[src/hdl/bitmap_flag_engine_assert.svh]
// Assertion macros used by the bitmap flag engine core.
`ifndef BITMAP_FLAG_ENGINE_ASSERT_SVH
`define BITMAP_FLAG_ENGINE_ASSERT_SVH

// Same-cycle implication, checked outside reset.
`define BFE_ASSERT_NOW(name, clk, rst, ante, cons, msg) \
  name: assert property (@(posedge clk) disable iff (rst) (ante) |-> (cons)) else $error(msg);

// Next-cycle implication, checked outside reset.
`define BFE_ASSERT_NEXT(name, clk, rst, ante, cons, msg) \
  name: assert property (@(posedge clk) disable iff (rst) (ante) |=> (cons)) else $error(msg);

`endif

[src/hdl/bfe_pkg.sv]
`timescale 1ns / 1ps

package bfe_pkg;

  localparam int MAX_BITS = 1024;
  localparam int WORD_W   = 32;
  localparam int WORDS    = MAX_BITS / WORD_W;
  localparam int ADDR_W   = $clog2(WORDS);
  localparam int BIT_W    = $clog2(WORD_W);
  localparam int IDX_W    = 10;
  localparam int LEN_W    = 11;
  localparam int CNT_W    = 11;
  localparam int POP_W    = $clog2(WORD_W + 1);
  localparam int NW_W     = LEN_W - BIT_W;

  typedef enum logic [3:0] {
    REQ_SET         = 4'd0,
    REQ_CLEAR       = 4'd1,
    REQ_TOGGLE      = 4'd2,
    REQ_TEST        = 4'd3,
    REQ_SET_ALL     = 4'd4,
    REQ_CLEAR_ALL   = 4'd5,
    REQ_COUNT_SET   = 4'd6,
    REQ_COUNT_CLEAR = 4'd7,
    REQ_FIND_SET    = 4'd8,
    REQ_FIND_CLEAR  = 4'd9
  } req_t;

  typedef enum logic [1:0] {
    ST_OK       = 2'd0,
    ST_BOUNDS   = 2'd1,
    ST_NOTFOUND = 2'd2
  } status_t;

  typedef enum logic [2:0] {
    S_IDLE,
    S_READ,
    S_MODIFY,
    S_BULK,
    S_SCAN,
    S_DONE
  } state_t;

  typedef struct packed {
    logic [1:0]       status;
    logic             bit_value;
    logic [CNT_W-1:0] bit_count;
    logic [IDX_W-1:0] found_index;
  } res_t;

endpackage

[src/hdl/bitmap_flag_engine.sv]
// Channel    Handshake             Payload
// request    in_valid / in_ready   req_type, bit_index
// result     out_valid / out_ready status, bit_value, bit_count, found_index
// config     cfg_wr_en             cfg_wr_data (active length)
//
// In-bounds single-bit requests pass a read state and a modify state: a read and a
// write-back through the one flag memory, with no write-back for a test request.
// Out-of-bounds and unknown requests go straight to the result. Count and find
// requests walk the covering words at one memory read per cycle; set-all and
// clear-all write one word per cycle. One request is in flight at a time; the next
// is taken while a result waits in the output register. Synchronous reset clears the
// flag store through per-word valid bits at once and sets the length to 1024; a
// stalled result holds the engine.
`timescale 1ns / 1ps

module bitmap_flag_engine (
  input  logic                       clk,
  input  logic                       rst,
  input  logic                       cfg_wr_en,
  input  logic [bfe_pkg::LEN_W-1:0]  cfg_wr_data,
  input  logic                       in_valid,
  output logic                       in_ready,
  input  logic [3:0]                 req_type,
  input  logic [bfe_pkg::IDX_W-1:0]  bit_index,
  output logic                       out_valid,
  input  logic                       out_ready,
  output logic [1:0]                 status,
  output logic                       bit_value,
  output logic [bfe_pkg::CNT_W-1:0]  bit_count,
  output logic [bfe_pkg::IDX_W-1:0]  found_index
);

  logic [bfe_pkg::LEN_W-1:0] active_bits;
  logic [bfe_pkg::LEN_W-1:0] len;
  logic                      res_valid;
  logic                      res_ready;
  bfe_pkg::res_t             res;

  always_ff @(posedge clk) begin
    if (rst) begin
      active_bits <= bfe_pkg::LEN_W'(bfe_pkg::MAX_BITS);
    end else if (cfg_wr_en) begin
      active_bits <= cfg_wr_data;
    end
  end

  // Lengths above the store size are clamped to it.
  assign len = (active_bits > bfe_pkg::LEN_W'(bfe_pkg::MAX_BITS)) ?
               bfe_pkg::LEN_W'(bfe_pkg::MAX_BITS) : active_bits;

  bfe_core u_core (
    .clk       (clk),
    .rst       (rst),
    .len       (len),
    .in_valid  (in_valid),
    .in_ready  (in_ready),
    .req_type  (req_type),
    .bit_index (bit_index),
    .res_valid (res_valid),
    .res_ready (res_ready),
    .res       (res)
  );

  bfe_obuf u_obuf (
    .clk         (clk),
    .rst         (rst),
    .res_valid   (res_valid),
    .res_ready   (res_ready),
    .res         (res),
    .out_valid   (out_valid),
    .out_ready   (out_ready),
    .status      (status),
    .bit_value   (bit_value),
    .bit_count   (bit_count),
    .found_index (found_index)
  );

endmodule

[src/hdl/bfe_ram.sv]
`timescale 1ns / 1ps

module bfe_ram (
  input  logic                        clk,
  input  logic                        rst,
  input  logic                        we,
  input  logic [bfe_pkg::ADDR_W-1:0]  waddr,
  input  logic [bfe_pkg::WORD_W-1:0]  wdata,
  input  logic [bfe_pkg::ADDR_W-1:0]  raddr,
  output logic [bfe_pkg::WORD_W-1:0]  rdata
);

  logic [bfe_pkg::WORD_W-1:0] mem [bfe_pkg::WORDS];
  logic [bfe_pkg::WORDS-1:0]  written;
  logic [bfe_pkg::WORD_W-1:0] rd_word;
  logic                       rd_written;

  always_ff @(posedge clk) begin
    if (we) begin
      mem[waddr] <= wdata;
    end
    rd_word <= mem[raddr];
  end

  // A word never written since reset reads as zero.
  always_ff @(posedge clk) begin
    if (rst) begin
      written    <= '0;
      rd_written <= 1'b0;
    end else begin
      if (we) begin
        written[waddr] <= 1'b1;
      end
      rd_written <= written[raddr];
    end
  end

  assign rdata = rd_written ? rd_word : '0;

endmodule

[src/hdl/bfe_core.sv]
`timescale 1ns / 1ps
`include "bitmap_flag_engine_assert.svh"

module bfe_core (
  input  logic                              clk,
  input  logic                              rst,
  input  logic [bfe_pkg::LEN_W-1:0]         len,
  input  logic                              in_valid,
  output logic                              in_ready,
  input  logic [3:0]                        req_type,
  input  logic [bfe_pkg::IDX_W-1:0]         bit_index,
  output logic                              res_valid,
  input  logic                              res_ready,
  output bfe_pkg::res_t                     res
);

  function automatic logic [bfe_pkg::POP_W-1:0] pop32(input logic [bfe_pkg::WORD_W-1:0] v);
    logic [bfe_pkg::POP_W-1:0] c;
    c = '0;
    for (int b = 0; b < bfe_pkg::WORD_W; b++) begin
      c = c + {{(bfe_pkg::POP_W-1){1'b0}}, v[b]};
    end
    return c;
  endfunction

  function automatic logic [bfe_pkg::BIT_W-1:0] lowest(input logic [bfe_pkg::WORD_W-1:0] v);
    logic [bfe_pkg::BIT_W-1:0] p;
    p = '0;
    for (int b = bfe_pkg::WORD_W - 1; b >= 0; b--) begin
      if (v[b]) begin
        p = b[bfe_pkg::BIT_W-1:0];
      end
    end
    return p;
  endfunction

  bfe_pkg::state_t state, state_next;

  logic [3:0]                   req_q;
  logic [bfe_pkg::IDX_W-1:0]    idx_q;
  logic [bfe_pkg::NW_W-1:0]     ptr;
  logic                         dvalid;
  logic [bfe_pkg::ADDR_W-1:0]   dptr;
  logic [bfe_pkg::CNT_W-1:0]    cnt_acc;
  logic                         hit_q;
  logic [bfe_pkg::IDX_W-1:0]    found_q;
  logic                         bit_value_q;
  logic                         bounds_q;

  logic                         ram_we;
  logic [bfe_pkg::ADDR_W-1:0]   ram_waddr;
  logic [bfe_pkg::WORD_W-1:0]   ram_wdata;
  logic [bfe_pkg::ADDR_W-1:0]   ram_raddr;
  logic [bfe_pkg::WORD_W-1:0]   ram_rdata;

  logic [bfe_pkg::NW_W-1:0]     nwords;
  logic [bfe_pkg::NW_W-1:0]     whole_words;
  logic [bfe_pkg::WORD_W-1:0]   tail_mask;
  logic                         accept;
  logic                         in_single;
  logic                         in_oob;
  logic                         issue;
  logic                         is_find;
  logic [bfe_pkg::WORD_W-1:0]   bit_mask;
  logic [bfe_pkg::WORD_W-1:0]   scan_mask;
  logic [bfe_pkg::WORD_W-1:0]   cand;

  assign whole_words = len[bfe_pkg::LEN_W-1:bfe_pkg::BIT_W];
  assign nwords     = whole_words + {{(bfe_pkg::NW_W-1){1'b0}}, |len[bfe_pkg::BIT_W-1:0]};
  assign tail_mask  = ~({bfe_pkg::WORD_W{1'b1}} << len[bfe_pkg::BIT_W-1:0]);

  assign accept    = in_valid && in_ready;
  assign in_single = req_type <= bfe_pkg::REQ_TEST;
  assign in_oob    = {1'b0, bit_index} >= len;
  assign issue     = ptr < nwords;
  assign is_find   = (req_q == bfe_pkg::REQ_FIND_SET) || (req_q == bfe_pkg::REQ_FIND_CLEAR);
  assign bit_mask  = {{(bfe_pkg::WORD_W-1){1'b0}}, 1'b1} << idx_q[bfe_pkg::BIT_W-1:0];

  // Qualifying bits of the word in flight: only indices below the length.
  assign scan_mask = ({1'b0, dptr} < whole_words) ? {bfe_pkg::WORD_W{1'b1}} : tail_mask;
  assign cand      = ((req_q == bfe_pkg::REQ_FIND_SET) ? ram_rdata : ~ram_rdata) & scan_mask;

  bfe_ram u_ram (
    .clk   (clk),
    .rst   (rst),
    .we    (ram_we),
    .waddr (ram_waddr),
    .wdata (ram_wdata),
    .raddr (ram_raddr),
    .rdata (ram_rdata)
  );

  always_ff @(posedge clk) begin
    if (rst) begin
      state <= bfe_pkg::S_IDLE;
    end else begin
      state <= state_next;
    end
  end

  always_comb begin
    state_next = state;
    in_ready   = 1'b0;
    res_valid  = 1'b0;
    ram_we     = 1'b0;
    ram_waddr  = idx_q[bfe_pkg::IDX_W-1:bfe_pkg::BIT_W];
    ram_wdata  = ram_rdata;
    ram_raddr  = idx_q[bfe_pkg::IDX_W-1:bfe_pkg::BIT_W];
    unique case (state)
      bfe_pkg::S_IDLE: begin
        in_ready = 1'b1;
        if (in_valid) begin
          if (in_single) begin
            state_next = in_oob ? bfe_pkg::S_DONE : bfe_pkg::S_READ;
          end else if (req_type == bfe_pkg::REQ_SET_ALL ||
                       req_type == bfe_pkg::REQ_CLEAR_ALL) begin
            state_next = (nwords == '0) ? bfe_pkg::S_DONE : bfe_pkg::S_BULK;
          end else if (req_type == bfe_pkg::REQ_COUNT_SET ||
                       req_type == bfe_pkg::REQ_COUNT_CLEAR ||
                       req_type == bfe_pkg::REQ_FIND_SET ||
                       req_type == bfe_pkg::REQ_FIND_CLEAR) begin
            state_next = bfe_pkg::S_SCAN;
          end else begin
            state_next = bfe_pkg::S_DONE;
          end
        end
      end
      bfe_pkg::S_READ: begin
        state_next = bfe_pkg::S_MODIFY;
      end
      bfe_pkg::S_MODIFY: begin
        ram_we = req_q != bfe_pkg::REQ_TEST;
        unique case (req_q)
          bfe_pkg::REQ_SET:    ram_wdata = ram_rdata | bit_mask;
          bfe_pkg::REQ_CLEAR:  ram_wdata = ram_rdata & ~bit_mask;
          bfe_pkg::REQ_TOGGLE: ram_wdata = ram_rdata ^ bit_mask;
          default:             ram_wdata = ram_rdata;
        endcase
        state_next = bfe_pkg::S_DONE;
      end
      bfe_pkg::S_BULK: begin
        ram_we    = 1'b1;
        ram_waddr = ptr[bfe_pkg::ADDR_W-1:0];
        if (req_q == bfe_pkg::REQ_SET_ALL) begin
          ram_wdata = (ptr < whole_words) ? {bfe_pkg::WORD_W{1'b1}} : tail_mask;
        end else begin
          ram_wdata = '0;
        end
        if (ptr == nwords - 1'b1) begin
          state_next = bfe_pkg::S_DONE;
        end
      end
      bfe_pkg::S_SCAN: begin
        ram_raddr = ptr[bfe_pkg::ADDR_W-1:0];
        if (!issue && !dvalid) begin
          state_next = bfe_pkg::S_DONE;
        end
      end
      bfe_pkg::S_DONE: begin
        res_valid = 1'b1;
        if (res_ready) begin
          state_next = bfe_pkg::S_IDLE;
        end
      end
      default: begin
        state_next = bfe_pkg::S_IDLE;
      end
    endcase
  end

  always_ff @(posedge clk) begin
    if (rst) begin
      dvalid <= 1'b0;
    end else begin
      dvalid <= (state == bfe_pkg::S_SCAN) && issue;
    end
  end

  always_ff @(posedge clk) begin
    dptr <= ptr[bfe_pkg::ADDR_W-1:0];
    if (accept) begin
      req_q       <= req_type;
      idx_q       <= bit_index;
      ptr         <= '0;
      cnt_acc     <= '0;
      hit_q       <= 1'b0;
      found_q     <= '0;
      bit_value_q <= 1'b0;
      bounds_q    <= in_single && in_oob;
    end else begin
      if (state == bfe_pkg::S_BULK || (state == bfe_pkg::S_SCAN && issue)) begin
        ptr <= ptr + 1'b1;
      end
      if (state == bfe_pkg::S_MODIFY && req_q == bfe_pkg::REQ_TEST) begin
        bit_value_q <= ram_rdata[idx_q[bfe_pkg::BIT_W-1:0]];
      end
      if (dvalid) begin
        // The set count covers whole words, stale bits above the length included.
        cnt_acc <= cnt_acc + {{(bfe_pkg::CNT_W-bfe_pkg::POP_W){1'b0}}, pop32(ram_rdata)};
        if (!hit_q && (|cand)) begin
          hit_q   <= 1'b1;
          found_q <= {dptr, lowest(cand)};
        end
      end
    end
  end

  always_comb begin
    res = '0;
    if (bounds_q) begin
      res.status = bfe_pkg::ST_BOUNDS;
    end else if (is_find && !hit_q) begin
      res.status = bfe_pkg::ST_NOTFOUND;
    end else begin
      res.status = bfe_pkg::ST_OK;
    end
    res.bit_value = bit_value_q;
    if (req_q == bfe_pkg::REQ_COUNT_SET) begin
      res.bit_count = cnt_acc;
    end else if (req_q == bfe_pkg::REQ_COUNT_CLEAR) begin
      res.bit_count = (len > cnt_acc) ? len - cnt_acc : '0;
    end
    if (is_find && hit_q) begin
      res.found_index = found_q;
    end
  end

  `BFE_ASSERT_NOW(a_write_state, clk, rst, ram_we,
    (state == bfe_pkg::S_MODIFY || state == bfe_pkg::S_BULK),
    "memory written outside a modify or bulk step")
  `BFE_ASSERT_NEXT(a_accept_leaves_idle, clk, rst, accept, (state != bfe_pkg::S_IDLE),
    "item accepted but engine stayed idle")
  `BFE_ASSERT_NOW(a_scan_ptr_range, clk, rst, (state == bfe_pkg::S_SCAN), (ptr <= nwords),
    "scan pointer ran past the covering words")
  `BFE_ASSERT_NEXT(a_result_to_idle, clk, rst, (res_valid && res_ready),
    (state == bfe_pkg::S_IDLE), "engine did not return to idle after its result")

endmodule

[src/hdl/bfe_obuf.sv]
`timescale 1ns / 1ps

module bfe_obuf (
  input  logic                       clk,
  input  logic                       rst,
  input  logic                       res_valid,
  output logic                       res_ready,
  input  bfe_pkg::res_t              res,
  output logic                       out_valid,
  input  logic                       out_ready,
  output logic [1:0]                 status,
  output logic                       bit_value,
  output logic [bfe_pkg::CNT_W-1:0]  bit_count,
  output logic [bfe_pkg::IDX_W-1:0]  found_index
);

  bfe_pkg::res_t hold;

  assign res_ready = !out_valid || out_ready;

  always_ff @(posedge clk) begin
    if (rst) begin
      out_valid <= 1'b0;
    end else if (res_ready) begin
      out_valid <= res_valid;
    end
  end

  always_ff @(posedge clk) begin
    if (res_ready && res_valid) begin
      hold <= res;
    end
  end

  assign status      = hold.status;
  assign bit_value   = hold.bit_value;
  assign bit_count   = hold.bit_count;
  assign found_index = hold.found_index;

endmodule

[config.mk]
export PLATFORM = sky130hd
export DESIGN_NAME = bitmap_flag_engine
export DESIGN_NICKNAME = d
export VERILOG_FILES = /design/src/hdl/bfe_pkg.sv /design/src/hdl/bitmap_flag_engine.sv /design/src/hdl/bfe_ram.sv /design/src/hdl/bfe_core.sv /design/src/hdl/bfe_obuf.sv
export VERILOG_INCLUDE_DIRS = /design/src /design/src/hdl
export SDC_FILE = /design/constraint.sdc
export NUM_CORES = 2
export LEC_CHECK = 0
export BUFFER_PORTS_ARGS = -buffer_cell sky130_fd_sc_hd__buf_2
export CORE_MARGIN = 1
export CORE_UTILIZATION = 25
export DETAILED_ROUTE_END_ITERATION = 8
export PLACE_DENSITY = 0.37
export SLEW_MARGIN = 5
export SYNTH_ARGS = -nofsm -noshare
export SYNTH_HDL_FRONTEND = slang
export SYNTH_SLANG_ARGS = --single-unit
[constraint.sdc]
create_clock -name clk -period 6.4 [get_ports clk]
set_clock_uncertainty 0.1 [all_clocks]
set_input_delay 0.96 -clock clk [delete_from_list [all_inputs] [get_ports clk]]
set_output_delay 0.96 -clock clk [all_outputs]
set_load 0.01 [all_outputs]
# == Word level (Yosys, flattened, before mapping) ==
# Memory sizes are Yosys's and may differ from the RTL's. A register that Yosys moved wholly into a read port is not among the register bits.
# Index checks and enable logic that the tools add are counted.
# word_totals
regBits,122
latch_bits,0
ramBits,1024
rom_bits,0
inputBits,30
output_inout_bits,26
n_memories,1
# mem_list
memory,words,width,read_ports,rd_clocked_by_memory_dff,write_ports,line,rtl
u_core.u_ram.mem,32,32,1,1,1,bfe_ram.sv:13,logic [bfe_pkg::WORD_W-1:0] mem [bfe_pkg::WORDS];
# op_classes
add_sub_neg,36
multipliers,0
n_div,0
n_lt_le_gt_ge,11
eq_ne,25
shift,2
n_mux,67
n_bitwise,8
n_reduce_logical,28
# op_table
operator,count
$add A6 B1 Y6,31
$mux W5,34
$mux W32,5
$not A32 Y32,3
$pmux W32 S3,1
$and A32 B32 Y32,2
$or A32 B32 Y32,2
$pmux W32 S2,1
$mux W11,4
$reduce_or A32 Y1,1
$shl A1 B5 Y32 const A,1
$shl A32 B5 Y32 const A,1
$xor A32 B32 Y32,1
$eq A4 B3 Y1 const B,7
$mux W3,8
$lt A5 B6 Y1 const B,3
$pmux W3 S6,1
$eq A4 B4 Y1 const B,4
$lt A6 B6 Y1,2
$add A11 B6 Y11,1
$ge A10 B11 Y1,1
$gt A11 B11 Y1,1
$gt A11 B11 Y1 const B,1
$sub A11 B11 Y11,1
other kinds (29),60

# == Depth between registers and ports, before layout ==
# depth
word_depth,38
depth_mapped,29

# == By module ==
# From an unflattened synthesis, not the netlist that was laid out.
# hier_totals
cells_unflattened,2901
area_unflattened_um2,50887.6
# by_module_without_submodules
module,instances,cells_each,area_each_um2
bfe_ram,1,1692,40955.5
bfe_core,1,1133,8695.8
bfe_obuf,1,29,775.7
bitmap_flag_engine,1,47,460.4

# == Worst setup path after synthesis ==
# OpenSTA, ideal clock, no wires.
# synth_path
kind,reg-to-reg
start,reg u_core.u_ram.rd_written
end,reg u_core.cnt_acc[10] (netlist bit)
setup_time_ps,117
t_arrival_ps,6509
t_required_ps,6183
path_slack_ps,-326
path_stages_with_launch,25
n_path_buf,2
period_less_slack_ps,6726
cell_sequence,dfxtp_1 > clkbuf_1 > clkbuf_1 > nand2_1 > fa_1 > fa_1 > inv_1 > fa_1 > inv_1 > fa_1 > fa_1 > fa_1 > fa_1 > fa_1 > inv_1 > fa_1 > a21o_1 > a21oi_1 > nor2b_1 > o21a_1 > o21ai_0 > nor3_1 > nand3_1 > xnor2_1 > nor2_1
# synth_between
elab_chain_len,33
# synth_rtl
item,line,rtl
from (decl),bfe_ram.sv:16,logic rd_written;
from (signal assigned),bfe_ram.sv:34,rd_written <= written[raddr];
$mux W32 *,bfe_ram.sv:38,assign rdata = rd_written ? rd_word : '0;
$add A1 B1 Y2,bfe_core.sv:21,"c = c + {{(bfe_pkg::POP_W-1){1'b0}}, v[b]};"
$add A6 B1 Y6 (29 in a row),bfe_core.sv:21,
$add A6 B1 Y6 *,bfe_core.sv:21,
$add A11 B6 Y11 *,bfe_core.sv:199,"cnt_acc <= cnt_acc + {{(bfe_pkg::CNT_W-bfe_pkg::POP_W){1'b0}}, pop32(ram_rdata)};"
to (signal assigned),bfe_core.sv:199,
to (decl),bfe_core.sv:44,logic [bfe_pkg::CNT_W-1:0] cnt_acc;
# Every way passes the cells marked *; elsewhere a longest branch is shown, timed or not.
# A chain may end at the register's enable or synchronous reset.

# == Final worst setup path ==
# layout_path
start,reg u_core.u_ram.rd_written
end,reg u_core.cnt_acc[3] (netlist bit)
# The elaborated chain is that of the path after synthesis.

==> summary.md <==
| Metric | Value |
|---|---|
| Critical path's top delay family | adder cells |
| CTS Sinks | 1,178 |
| Row count | approximately 170 |
| Initial Utilization | 25.2% |
| Initial antenna violation count | 8 |
| Fmax | 0.153 GHz |
| Placeable Area | ~200,000 um2 |
| Critical Path Start Type | register |
| Dpl ws | -143 ps |
| Setup TNS | -402 ps |
| First-pass GRT wire length | 246,000 um |
| Fin crit period | 6520 ps |
| Hold Crit Class | in -> reg |
| Skew-Pair Late Insertion Delay | approximately 780 ps |
| Worst slew pin tran | 1210 ps |
| Endpoints failing setup | 6 |
| Register area | 34,200 um2 |
| Initial DRT Pass Iterations | 7 |
| Crit share post-route | 102% |
| Slew HR | 18.8% |
| Crit-path slowest cell | fa_2 |
| CTS buffer count | approximately 140 |
| Gpl congestion | 0.845 |
| Pwr Total | ~24 mW |
| GR Util All Layers | 16.9% |
| Syn Inst Count | 3,358 |
| Layout cells sized above 1 | 22.2% |
| Average size of a mapped cell | 15.3 um2 |
| Final instance area | 60,400 um2 |
| Vias in the first global route | 30,982 |
| Synth unique cells | 85 |
| Initial DRC count | 2,253 |
| Crit path DAT | 7060 ps |
| Worst setup margin | -119 ps |
| Min Hold Slack | roughly 290 ps |
| Synth warn | 0 |
| Die Y | 455 um |
| Largest net degree at the start of global routing | around 110 |
| Via density | 4.78 |
| Synthesized area | 51,200 um2 |
| Final antenna-violating net count | 0 |
| DIE WIDTH | 455 um |
| CTS tree | done |
| # DRC | 0 |
| Post-DP HPWL | 106,000 um |
| Seq/Total Area, Yosys | 66.8% |
| P&R area growth vs syn | 17.9% |
| Failing checks | setup timing |
| RSZ-0062 raised after global routing | true |
| Peak supply drop | around 300 uV |
| Clock transition at the registers of the reported paths | 60 ps |
| Top_reg_cell synth | edfxtp_1 |
| CP Data Required Time | just under 7000 ps |
| Async S/R FF share, synth | 0% |
| Crit path largest cell delay | 580 ps |
| Final WL | 175,000 um |
| Die area | 207,000 um2 |
| Synthesized Nets | about 3,500 |
| # H-tree levels | 4 |
| Final net count | 3,734 |
| Post-synth EDFFs | 1,063 |
| Footprint of the multi-input gates | 16,400 um2 |
| Final hold vios | 0 |
| Worst path bufs/invs | 10 |
| Gr ovfl total | 0 |
| Fin util | 29.8% |
| Pwr/cell area | 402 nW/um2 |
| Post-DP Area | 56,100 um2 |
| Crit end category | register |
| Slew Limit Fails | 0 |
| Commonest non-fill, non-tap cell in the layout | edfxtp_1 |
| DR vias | approximately 30,000 |
| Placed cell count | 6,078 |
| Drt wl/cell | roughly 28 um |
| I/O Buffers | 55 |
| Commonest non-fill, non-tap cells in the layout | 1,063 x edfxtp_1, 476 x nand2_1, 273 x mux4_2 |
| Worst setup path category | reg -> reg |
| Flops & latches, synth | 1,178 |
| Leakage | between 20 and 25 nW |
| CP Max Fanout | 8 |
| Boundary Pins | 56 |
| Filler cells | 20,205 |
| Max-Cap Viols | 0 |
| Root Buffer | clkbuf_16 |
| Finished Layout Cells | 6,338 |
| Status | finished, violations left |
| CTS Buffer Depth | 3 |
-- final timing paths --
path,slack (ps),startpoint,end,cells past startpoint
setup reg to reg,-120,u_core.u_ram.rd_written,u_core.cnt_acc[3],25
setup / recovery,-120,u_core.u_ram.rd_written,u_core.cnt_acc[3],25
hold reg to reg,360,u_core.u_ram.written[27],u_core.u_ram.written[27],2
hold / removal,290,req_type[0],u_core.req_q[0],1
-- flip-flops by register name, summed over array words and instances (netlist names), 2 cells and up --
name,count
u_core.u_ram.mem,1024
u_core.state,3
u_core.idx_q,10
u_obuf.found_index,10
u_core.cnt_acc,11
u_core.req_q,4
u_obuf.status,2
active_bits,11
u_core.dptr,5
u_core.u_ram.written,32
u_core.u_ram.rd_word,32
u_core.ptr,6
u_core.found_q,10
u_obuf.bit_count,11
-- where the power goes --
group	leakage [nW]	total, mW	switching (mW)	internal (mW)
combinational	7.78	7.69	4.69	3.00
sequential	10.8	9.23	0.232	8.99
clock	1.99	7.34	3.19	4.15
total	20.5	24.3	8.12	16.1
-- cells in the mapped netlist, types with 6 or more instances --
master / count / area share (%)
nor3_1: 32 / 0.31
and2_1: 14 / 0.17
a21o_1: 10 / 0.15
ha_1: 119 / 2.9
o21ai_0: 106 / 1.0
nor3b_1: 6 / 0.088
o31ai_1: 6 / 0.088
mux2i_1: 30 / 0.59
clkbuf_1: 113 / 0.83
o211ai_1: 11 / 0.16
xor2_1: 10 / 0.17
xnor2_1: 39 / 0.67
a22o_1: 9 / 0.15
mux4_2: 273 / 12
buf_1: 44 / 0.32
a21oi_1: 55 / 0.54
dfxtp_1: 115 / 4.5
a31oi_1: 40 / 0.49
o2111ai_1: 6 / 0.10
edfxtp_1: 1063 / 62
fa_1: 26 / 1.0
nor2b_1: 14 / 0.17
nor2_1: 224 / 1.6
o21ai_1: 9 / 0.088
inv_1: 96 / 0.70
nand3_1: 187 / 1.8
nand2_1: 483 / 3.5
nand4_1: 10 / 0.12
nand2b_1: 19 / 0.23
a222oi_1: 18 / 0.35
buf_2: 26 / 0.25
nand3b_1: 7 / 0.10
o21a_1: 12 / 0.18
o22ai_1: 11 / 0.13
-- cell families (layout without fill, tap and decap cells) --
logic type,after synthesis,count (layout),synth area share [%]
multiplexers,309,309,12.7
buffers and inverters,287,593,2.23
adder cells (fa/ha/maj),145,145,3.92
XOR/XNOR,49,49,0.838
flip-flops,1178,1178,66.8
AO/OA/AOI/OAI,353,353,4.61
AND/OR/NAND/NOR,1037,1037,8.87
other,0,2,0
-- layout make-up --
cell class | count | share of cell area, %
repair buffers | 251 | 3.28
diodes | 2 | 0.00829
inverters | 98 | 0.609
well taps | 2672 | 5.54
clock buffers | 183 | 6.14
flip-flops and latches | 1178 | 56.7
multi-input cells | 1893 | 27.1
clock inverters | 61 | 0.655
-- repair_timing --
item / 4_1_cts / 5_1_grt
resized for setup: 22 / 12
setup buffers: 10 / 4
pin swaps: 9 / 13
endpoints found under the setup margin: 4 / 7
gates cloned: 1 / 0
hold buffers: 0 / 0
-- per-layer routing --
metal	routed length (um)	part of all wire, %	up-vias	global-route usage [%]
met5	7	0.0040	-	0
met4	5490	3.1	2	5.78
met3	6870	3.9	219	2.49
met2	81400	47	695	27.0
met1	80800	46	16030	23.4
li1	-	-	13320	-
-- worst reg2reg max path, delay by kind of cell, from the launching register on --
| family | cells | cell delay [ps] |
|---|---|---|
| DFF | 1 | 400 |
| AOI/OAI and AO/OA | 2 | 190 |
| xor gates and xnor gates | 1 | 120 |
| muxes | 1 | 140 |
| adders and majority gates | 9 | 4280 |
| buffers and inverters | 10 | 1030 |
| and+or+nand+nor | 2 | 140 |
Power figures use the tool's default switching activity.
